--- config.mk ---
export PLATFORM = sky130hd
export DESIGN_NAME = gain_scheduled_pd_steering
export DESIGN_NICKNAME = d
export VERILOG_FILES = /design/src/rtl/gsps_pkg.sv /design/src/rtl/gain_scheduled_pd_steering.sv /design/src/rtl/gsps_mac.sv /design/src/rtl/gsps_gain.sv
export SDC_FILE = /design/constraint.sdc
export NUM_CORES = 2
export LEC_CHECK = 0
export BUFFER_PORTS_ARGS = -buffer_cell sky130_fd_sc_hd__buf_2
export CAP_MARGIN = 25
export CORE_MARGIN = 3
export CORE_UTILIZATION = 60
export DETAILED_ROUTE_END_ITERATION = 10
export PLACE_DENSITY = 0.8
export SLEW_MARGIN = 20
export SYNTH_ARGS = -nofsm -noshare
export SYNTH_HDL_FRONTEND = slang
export SYNTH_SLANG_ARGS = --single-unit
--- constraint.sdc ---
create_clock -name clk -period 10.5 [get_ports clk]
set_input_delay 2.625 -clock clk [delete_from_list [all_inputs] [get_ports clk]]
set_output_delay 2.625 -clock clk [all_outputs]
set_load 0.02 [all_outputs]
--- src/rtl/gsps_pkg.sv ---
package gsps_pkg;

    // Shared multiplier operand and product widths
    localparam int OPW   = 21;
    localparam int PRODW = 2 * OPW;

    // Reciprocal constants: x / d == (x * RECIP) >> SHIFT over the ranges used here
    localparam int RECIP_500 = 268436;   // exact for x < 493447
    localparam int SHIFT_500 = 27;
    localparam int RECIP_100 = 656;      // exact for x < 1024
    localparam int SHIFT_100 = 16;
    localparam int RECIP_10  = 838861;   // exact for x < 2^22
    localparam int SHIFT_10  = 23;

    // Numerator at or above this saturates the command to full scale
    localparam int NUM_SAT = 655360;

    // Configuration register indexes
    localparam logic REG_STEER_CENTER   = 1'b0;
    localparam logic REG_VEHICLE_NUMBER = 1'b1;

    // Vehicle codes with a gain table
    localparam logic [1:0] VEH_1 = 2'd1;
    localparam logic [1:0] VEH_2 = 2'd2;
    localparam logic [1:0] VEH_3 = 2'd3;

    typedef enum logic [3:0] {
        ST_IDLE,
        ST_SQ,
        ST_Q500,
        ST_Q100,
        ST_KP,
        ST_KD,
        ST_CTR,
        ST_DIV,
        ST_FIN
    } state_t;

    typedef struct packed {
        logic en;     // load product register
        logic acc;    // add to current product instead of replacing it
    } mac_ctl_t;

    typedef struct packed {
        logic        hit;   // a table entry matched
        logic [12:0] kp;    // proportional gain, tenths
        logic [3:0]  kd;    // derivative gain
    } gain_t;

endpackage

--- src/rtl/gain_scheduled_pd_steering.sv ---
// Gain-scheduled PD steering. Each input item carries one camera frame's signed
// lane offset (tdata[9:0]) with road_lost and turning flags in tuser. A normal
// frame looks up kp (tenths) and kd from the table set picked by vehicle_number
// and turning, keyed on |offset| and partly scaled by offset^2/100 or /500, then
// forms (10*center + kp*off + 10*kd*(off - last_off)) / 10, truncated toward
// zero and clamped to 0..65535. Vehicle number 0 keeps the gains last used. A
// road-lost frame returns the truncated mean of the last two commands and leaves
// gains and the stored offset alone. All arithmetic runs through one registered
// 21x21 signed multiply-accumulate unit: squaring, two reciprocal divides for the
// schedule, the three product terms and a reciprocal divide by ten. A normal
// frame steps through SQ, Q500, Q100, KP, KD, CTR, DIV and FIN, a road-lost
// frame goes straight to FIN, then to IDLE. The input is ready only
// while the sequencer is idle; a finished result sits in the output register
// while the next item is taken, and a result that is not yet taken holds the
// sequencer in its last step. Configuration writes are always ready and must
// come only while the block is idle.
module gain_scheduled_pd_steering (
    input  logic        clk,
    input  logic        rst_n,
    // configuration write
    input  logic        cfg_valid,
    output logic        cfg_ready,
    input  logic        cfg_index,     // 0: steer_center, 1: vehicle_number
    input  logic [15:0] cfg_data,
    // input items
    input  logic        s_axis_tvalid,
    output logic        s_axis_tready,
    input  logic [15:0] s_axis_tdata,  // [9:0] lane_offset, [15:10] zero
    input  logic [1:0]  s_axis_tuser,  // [0] road_lost, [1] turning
    // result items
    output logic        m_axis_tvalid,
    input  logic        m_axis_tready,
    output logic [15:0] m_axis_tdata   // [15:0] steer_command
);
    import gsps_pkg::*;

    state_t state_reg, state_next;

    // configuration
    logic [15:0] center_reg;
    logic [1:0]  vehicle_reg;

    // controller state
    logic [15:0]       prev_cmd_reg;
    logic [15:0]       prev_prev_cmd_reg;
    logic signed [9:0] prev_off_reg;
    logic [12:0]       gain_p_reg;
    logic [3:0]        gain_d_reg;

    // current item and intermediates
    logic signed [9:0] off_reg;
    logic              lost_reg;
    logic              turn_reg;
    logic [9:0]        sq_reg;
    logic [9:0]        q500_reg;
    logic              neg_reg;
    logic              big_reg;

    // output register
    logic        out_valid_reg;
    logic [15:0] out_data_reg;

    // shared unit
    mac_ctl_t                mac_ctl;
    logic signed [OPW-1:0]   op_a;
    logic signed [OPW-1:0]   op_b;
    logic signed [PRODW-1:0] prod;

    gain_t       gain;
    logic [12:0] kp_sel;
    logic [7:0]  kd10;
    logic [10:0] off_diff;
    logic [16:0] hist_sum;
    logic [15:0] cmd;
    logic        in_take;
    logic        out_free;

    assign in_take  = s_axis_tvalid && s_axis_tready;
    assign out_free = !out_valid_reg || m_axis_tready;

    gsps_mac u_mac (
        .clk  (clk),
        .ctl  (mac_ctl),
        .op_a (op_a),
        .op_b (op_b),
        .prod (prod)
    );

    // q100 only matters when |offset| < 26, so sq < 676
    gsps_gain u_gain (
        .vehicle_number (vehicle_reg),
        .turning        (turn_reg),
        .lane_offset    (off_reg),
        .q100           (prod[SHIFT_100+3:SHIFT_100]),
        .q500           (q500_reg),
        .gain           (gain)
    );

    always_comb
    begin
        kp_sel   = gain.hit ? gain.kp : gain_p_reg;
        kd10     = {1'b0, gain_d_reg, 3'd0} + {3'd0, gain_d_reg, 1'b0};
        off_diff = {off_reg[9], off_reg} - {prev_off_reg[9], prev_off_reg};
        hist_sum = {1'b0, prev_cmd_reg} + {1'b0, prev_prev_cmd_reg};
        priority if (lost_reg) cmd = hist_sum[16:1];
        else if (neg_reg)      cmd = 16'd0;
        else if (big_reg)      cmd = 16'hFFFF;
        else                   cmd = prod[SHIFT_10+15:SHIFT_10];
    end

    // next state
    always_comb
    begin
        state_next = state_reg;
        unique case (state_reg)
            ST_IDLE:
            begin
                if (in_take)
                begin
                    state_next = s_axis_tuser[0] ? ST_FIN : ST_SQ;
                end
            end
            ST_SQ:   state_next = ST_Q500;
            ST_Q500: state_next = ST_Q100;
            ST_Q100: state_next = ST_KP;
            ST_KP:   state_next = ST_KD;
            ST_KD:   state_next = ST_CTR;
            ST_CTR:  state_next = ST_DIV;
            ST_DIV:  state_next = ST_FIN;
            ST_FIN:
            begin
                if (out_free)
                begin
                    state_next = ST_IDLE;
                end
            end
            default: state_next = ST_IDLE;
        endcase
    end

    // multiplier operands per step
    always_comb
    begin
        mac_ctl = '{en: 1'b0, acc: 1'b0};
        op_a    = '0;
        op_b    = '0;
        unique case (state_reg)
            ST_SQ:
            begin
                mac_ctl.en = 1'b1;
                op_a       = {{(OPW-10){off_reg[9]}}, off_reg};
                op_b       = {{(OPW-10){off_reg[9]}}, off_reg};
            end
            ST_Q500:
            begin
                mac_ctl.en = 1'b1;
                op_a       = {{(OPW-19){1'b0}}, prod[18:0]};
                op_b       = OPW'(RECIP_500);
            end
            ST_Q100:
            begin
                mac_ctl.en = 1'b1;
                op_a       = {{(OPW-10){1'b0}}, sq_reg};
                op_b       = OPW'(RECIP_100);
            end
            ST_KP:
            begin
                mac_ctl.en = 1'b1;
                op_a       = {{(OPW-13){1'b0}}, kp_sel};
                op_b       = {{(OPW-10){off_reg[9]}}, off_reg};
            end
            ST_KD:
            begin
                mac_ctl    = '{en: 1'b1, acc: 1'b1};
                op_a       = {{(OPW-8){1'b0}}, kd10};
                op_b       = {{(OPW-11){off_diff[10]}}, off_diff};
            end
            ST_CTR:
            begin
                mac_ctl    = '{en: 1'b1, acc: 1'b1};
                op_a       = {{(OPW-16){1'b0}}, center_reg};
                op_b       = OPW'(10);
            end
            ST_DIV:
            begin
                // only used when 0 <= num < NUM_SAT
                mac_ctl.en = 1'b1;
                op_a       = prod[OPW-1:0];
                op_b       = OPW'(RECIP_10);
            end
            ST_IDLE, ST_FIN:
            begin
                mac_ctl = '{en: 1'b0, acc: 1'b0};
            end
            default:
            begin
                mac_ctl = '{en: 1'b0, acc: 1'b0};
            end
        endcase
    end

    // control and architectural state
    always_ff @(posedge clk or negedge rst_n)
    begin
        if (!rst_n)
        begin
            state_reg         <= ST_IDLE;
            center_reg        <= '0;
            vehicle_reg       <= '0;
            prev_cmd_reg      <= '0;
            prev_prev_cmd_reg <= '0;
            prev_off_reg      <= '0;
            gain_p_reg        <= '0;
            gain_d_reg        <= '0;
            out_valid_reg     <= 1'b0;
        end
        else
        begin
            state_reg <= state_next;

            if (cfg_valid && cfg_ready)
            begin
                unique case (cfg_index)
                    REG_STEER_CENTER:   center_reg  <= cfg_data;
                    REG_VEHICLE_NUMBER: vehicle_reg <= cfg_data[1:0];
                    default:            center_reg  <= center_reg;
                endcase
            end

            if (state_reg == ST_KP && gain.hit)
            begin
                gain_p_reg <= gain.kp;
                gain_d_reg <= gain.kd;
            end

            if (state_reg == ST_KD)
            begin
                prev_off_reg <= off_reg;
            end

            if (state_reg == ST_FIN && out_free)
            begin
                out_valid_reg     <= 1'b1;
                prev_prev_cmd_reg <= prev_cmd_reg;
                prev_cmd_reg      <= cmd;
            end
            else if (m_axis_tready)
            begin
                out_valid_reg <= 1'b0;
            end
        end
    end

    // item payload and intermediates
    always_ff @(posedge clk)
    begin
        if (in_take)
        begin
            off_reg  <= s_axis_tdata[9:0];
            lost_reg <= s_axis_tuser[0];
            turn_reg <= s_axis_tuser[1];
        end
        if (state_reg == ST_Q500)
        begin
            sq_reg <= prod[9:0];
        end
        if (state_reg == ST_Q100)
        begin
            q500_reg <= prod[SHIFT_500+9:SHIFT_500];
        end
        if (state_reg == ST_DIV)
        begin
            neg_reg <= prod[PRODW-1];
            big_reg <= !prod[PRODW-1] && (prod >= PRODW'(NUM_SAT));
        end
        if (state_reg == ST_FIN && out_free)
        begin
            out_data_reg <= cmd;
        end
    end

    assign cfg_ready     = 1'b1;
    assign s_axis_tready = (state_reg == ST_IDLE);
    assign m_axis_tvalid = out_valid_reg;
    assign m_axis_tdata  = out_data_reg;

endmodule

--- src/rtl/gsps_mac.sv ---
module gsps_mac (
    input  logic                                  clk,
    input  gsps_pkg::mac_ctl_t                    ctl,
    input  logic signed [gsps_pkg::OPW-1:0]       op_a,
    input  logic signed [gsps_pkg::OPW-1:0]       op_b,
    output logic signed [gsps_pkg::PRODW-1:0]     prod
);
    import gsps_pkg::*;

    logic signed [PRODW-1:0] prod_reg;
    logic signed [PRODW-1:0] prod_next;
    logic signed [PRODW-1:0] mul;
    logic signed [PRODW-1:0] base;

    always_comb
    begin
        mul       = op_a * op_b;
        base      = ctl.acc ? prod_reg : '0;
        prod_next = base + mul;
    end

    always_ff @(posedge clk)
    begin
        if (ctl.en)
        begin
            prod_reg <= prod_next;
        end
    end

    assign prod = prod_reg;

endmodule

--- src/rtl/gsps_gain.sv ---
module gsps_gain (
    input  logic [1:0]        vehicle_number,
    input  logic              turning,
    input  logic signed [9:0] lane_offset,
    input  logic [3:0]        q100,
    input  logic [9:0]        q500,
    output gsps_pkg::gain_t   gain
);
    import gsps_pkg::*;

    logic [9:0]  mag;
    logic [12:0] add100;
    logic [12:0] add500;
    logic        lt5, lt6, lt9, lt14, lt26;

    always_comb
    begin
        mag    = lane_offset[9] ? (~lane_offset + 10'd1) : lane_offset;
        add100 = {6'd0, q100, 3'd0} + {8'd0, q100, 1'b0};
        add500 = {q500, 3'd0} + {2'd0, q500, 1'b0};
        lt5    = mag < 10'd5;
        lt6    = mag < 10'd6;
        lt9    = mag < 10'd9;
        lt14   = mag < 10'd14;
        lt26   = mag < 10'd26;

        gain = '{hit: 1'b1, kp: 13'd0, kd: 4'd5};
        priority if (vehicle_number == VEH_3 && !turning)
        begin
            priority if (lt6)  gain.kp = 13'd80;
            else if (lt26)
            begin
                gain.kp = 13'd72 + add100;
                gain.kd = 4'd10;
            end
            else               gain.kp = 13'd108 + add500;
        end
        else if (vehicle_number == VEH_3)
        begin
            priority if (lt5)  gain.kp = 13'd200;
            else if (lt9)      gain.kp = 13'd300;
            else if (lt14)     gain.kp = 13'd420;
            else if (lt26)     gain.kp = 13'd582 + add100;
            else               gain.kp = 13'd368 + add500;
        end
        else if (vehicle_number == VEH_2 && turning)
        begin
            priority if (lt5)  gain.kp = 13'd140;
            else if (lt9)      gain.kp = 13'd240;
            else if (lt14)     gain.kp = 13'd320;
            else if (lt26)     gain.kp = 13'd382 + add100;
            else               gain.kp = 13'd268 + add500;
        end
        else if (vehicle_number == VEH_2)
        begin
            priority if (lt6)  gain.kp = 13'd170;
            else if (lt26)
            begin
                gain.kp = 13'd210 + add100;
                gain.kd = 4'd10;
            end
            else               gain.kp = 13'd260 + add500;
        end
        else if (vehicle_number == VEH_1)
        begin
            priority if (lt6)  gain.kp = 13'd60;
            else if (lt26)
            begin
                gain.kp = 13'd158 + add100;
                gain.kd = 4'd10;
            end
            else               gain.kp = 13'd162 + add500;
        end
        else
        begin
            // no table for this vehicle: previous gains stay
            gain.hit = 1'b0;
        end
    end

endmodule

==> metrics.md <==
| Metric | Value |
|---|---|
| Status | finished, final reports clean |
| Dpl cells | 3704 |
| Routed len/inst | 22.4 um |
| Worst Setup End Kind | register |
| Initial Util | 0.616 |
| N_diodes | 0 |
| WP buf/inv | 8 |
| Mux cell area share after synthesis | 0.0126 |
| Synth Register Bits | 171 |
| Top cells by area, synth | fa_1, edfxtp_1, ha_1, inv_1, dfrtp_1 |
| Final cell count without fillers | 3741 |
| CTS tree | built |
| Slowest CP cell | fa_1 |
| Area share of and/or/nand/nor cells after synthesis | 0.128 |
| Die Area | 49800 sq um |
| DP HPWL | 67500 um |
| Post-route setup slack | 0.226 ns |
| DIE WIDTH | 223 um |
| Nets | 3865 |
| Slowest stage delay, CP | 0.55 ns |
| Top cells by instance count after synthesis | inv_1, fa_1, nand2_1 |
| Final hold vios | 0 |
| Synthesized area | 28300 sq um |
| Mean Syn Cell Area | 9.43 sq um |
| Total gr overflow | 0 |
| Synth unique cells | 91 |
| Routed vias/inst | 6.05 |
| Worst-path maximum fanout | 5 |
| Crit path arrival time | 10.50 ns |
| Initial drt markers | 2143 |
| Setup Crit Path Kind | register to register |
| Post-synth top flop | edfxtp_1 |
| Number of remaining DRC errors | 0 |
| Asr flop ratio synth | 0.462 |
| Max-slew headroom | 0.247 |
| Nature of the critical path startpoint | register |
| Maximum root-to-sink buffer count | 2 |
| Maximum capacitance violations | 0 |
| Drt first pass iters | 6 |
| Largest register FFs | 42 |
| Post-synth EDFFs | 92 |
| Num CTS Buffers | 17 |
| FP Rows | 78 |
| Clock Skew | 0.0283 ns |
| Share of cells above drive strength 1 | 0.124 |
| Initial antenna violation count | 1 |
| Crit-path leading delay family | adder cells |
| Number of global-route vias before repair | 24000 |
| Area leader, netlist | fa_1 |
| Worst hold path class | register to register |
| RSZ-0062 raised after global routing | true |
| Post-synthesis sequential area ratio | 0.167 |
| Worst slack, placed | -0.189 ns |
| Post-synthesis adder-cell area fraction | 0.443 |
| Area grow syn2layout | 9.77% |
| Vias | 22600 |
| Largest net degree at the start of global routing | 54 |
| Cells after Synth | 3002 |
| Port Buffer Count | 51 |
| Largest family of logic cells by synthesized area | adder cells |
| H-tree Lvls | 4 |
| Crit path top cell by count | fa_1 |
| CTS root buf | clkbuf_16 |
| Die Height | 223 um |
| GRT Total Usage | 0.348 |
| Post-layout min period | 10.27 ns |
| CORE AREA | 46000 sq um |
| Synth top area share | 0.361 |
| Final antenna-violating net count | 0 |
| Fmax | 0.0973 GHz |
| Clock Sinks | 171 |
| Crit path required time | 10.73 ns |
| Ys Warns | 0 |
| Clk Latency, worst-skew pair | 0.50 ns |
| # hold bufs at CTS | 0 |
| Slew Viols, Final | 0 |
| Synth Area in Compound Gates | 0.115 |
| Worst-Margin Slew | 1.13 ns |
| GPL Wtd Cong | 0.999 |
| # IOs | 59 |
| XOR/XNOR share of the synthesized area | 0.0371 |
| # setup viols final | 0 |
| Final period util | 0.979 |
| WL final | 83700 um |
| Top-count cell post-synth | inv_1 |
| Syn Nets | 3739 |
| Global-route wire length before repair | 134000 um |
| Clock-pin transition on the worst setup and hold timing paths | 0.08 ns |
| Post-layout util | 0.676 |
-- worst register-to-register path: cells and delay by family (launching register included) --
family          cells  cell delay [ns]
compound gates     12             2.96
xor+xnor            1             0.10
fa+ha+maj          12             5.15
buf+inv             8             0.68
flops               1             0.48
simple gates        5             0.67
-- timing repair --
| action | in CTS | in global routing |
|---|---|---|
| pin swaps | 1 | 5 |
| endpoints found under the hold margin | 0 | 0 |
| setup endpoints to repair | 13 | 17 |
| setup buffers | 0 | 4 |
| resized for setup | 8 | 49 |
-- metrics by stage --
step / hold slack, ns / cell area (sq um) / setup TNS (ns)
after floorplan: 0.449 / 28300 / 0
after global placement: 0.460 / 30200 / -0.0600
after detailed placement: 0.466 / 30200 / -0.984
after CTS: 0.483 / 30800 / 0
after global routing: 0.501 / 31100 / -0.211
final: 0.480 / 31100 / 0
-- final timing paths --
path,from,end,slack (ns),depth (start not counted)
max,u_mac.prod[16],u_mac.prod[40],0.23,38
min,gain_p_reg[7],gain_p_reg[7],0.48,1
max reg2reg,u_mac.prod[16],u_mac.prod[40],0.23,38
min reg2reg,gain_p_reg[7],gain_p_reg[7],0.48,1
max in group asynchronous,rst_n,center_reg[7],7.33,2
min in group asynchronous,rst_n,prev_prev_cmd_reg[15],2.06,1
-- final cells by class --
cell class                      count  area [sq um]
Clock buffer                       17           425
Timing Repair Buffer              231          1640
Tap cell                          600           751
Clock inverter                     15           195
Multi-Input combinational cell   2114         21100
Fill cell                        3519         14900
Inverter                          593          2230
Sequential cell                   171          4740
-- routing by layer --
layer	GRT usage	vias to the layer above	part of all wire
met5	0	-	0
li1	-	9838	-
met2	0.559	1140	0.47
met4	0.155	0	0.056
met1	0.461	11400	0.38
met3	0.0716	274	0.092
-- layout by cell type, fill, tap and decap left out, types with 21 or more instances in the layout --
| cell | count |
|---|---|
| mux2_2 | 30 |
| inv_1 | 587 |
| nand2b_1 | 31 |
| nor2_1 | 183 |
| a21o_1 | 42 |
| or2_2 | 21 |
| buf_2 | 50 |
| o31ai_1 | 23 |
| ha_1 | 185 |
| nor3_1 | 29 |
| fa_1 | 509 |
| buf_4 | 176 |
| o21ai_0 | 86 |
| nand2_1 | 346 |
| xnor2_1 | 90 |
| dfrtp_1 | 79 |
| edfxtp_1 | 92 |
| and2_1 | 58 |
| a21oi_1 | 94 |
| nand3_1 | 25 |
| xor2_1 | 27 |
-- kinds of logic (layout without fill, tap and decap cells) --
logic type	count (synthesis)	count (layout)
flops	171	171
mux	32	32
fa+ha+maj	698	698
buf+inv	717	856
xor+xnor	119	119
other cells	1	1
compound gates	467	467
simple gates	797	797
Power is not shown: default switching activity piles up to over one toggle a cycle in this logic, so the estimate is an artifact.
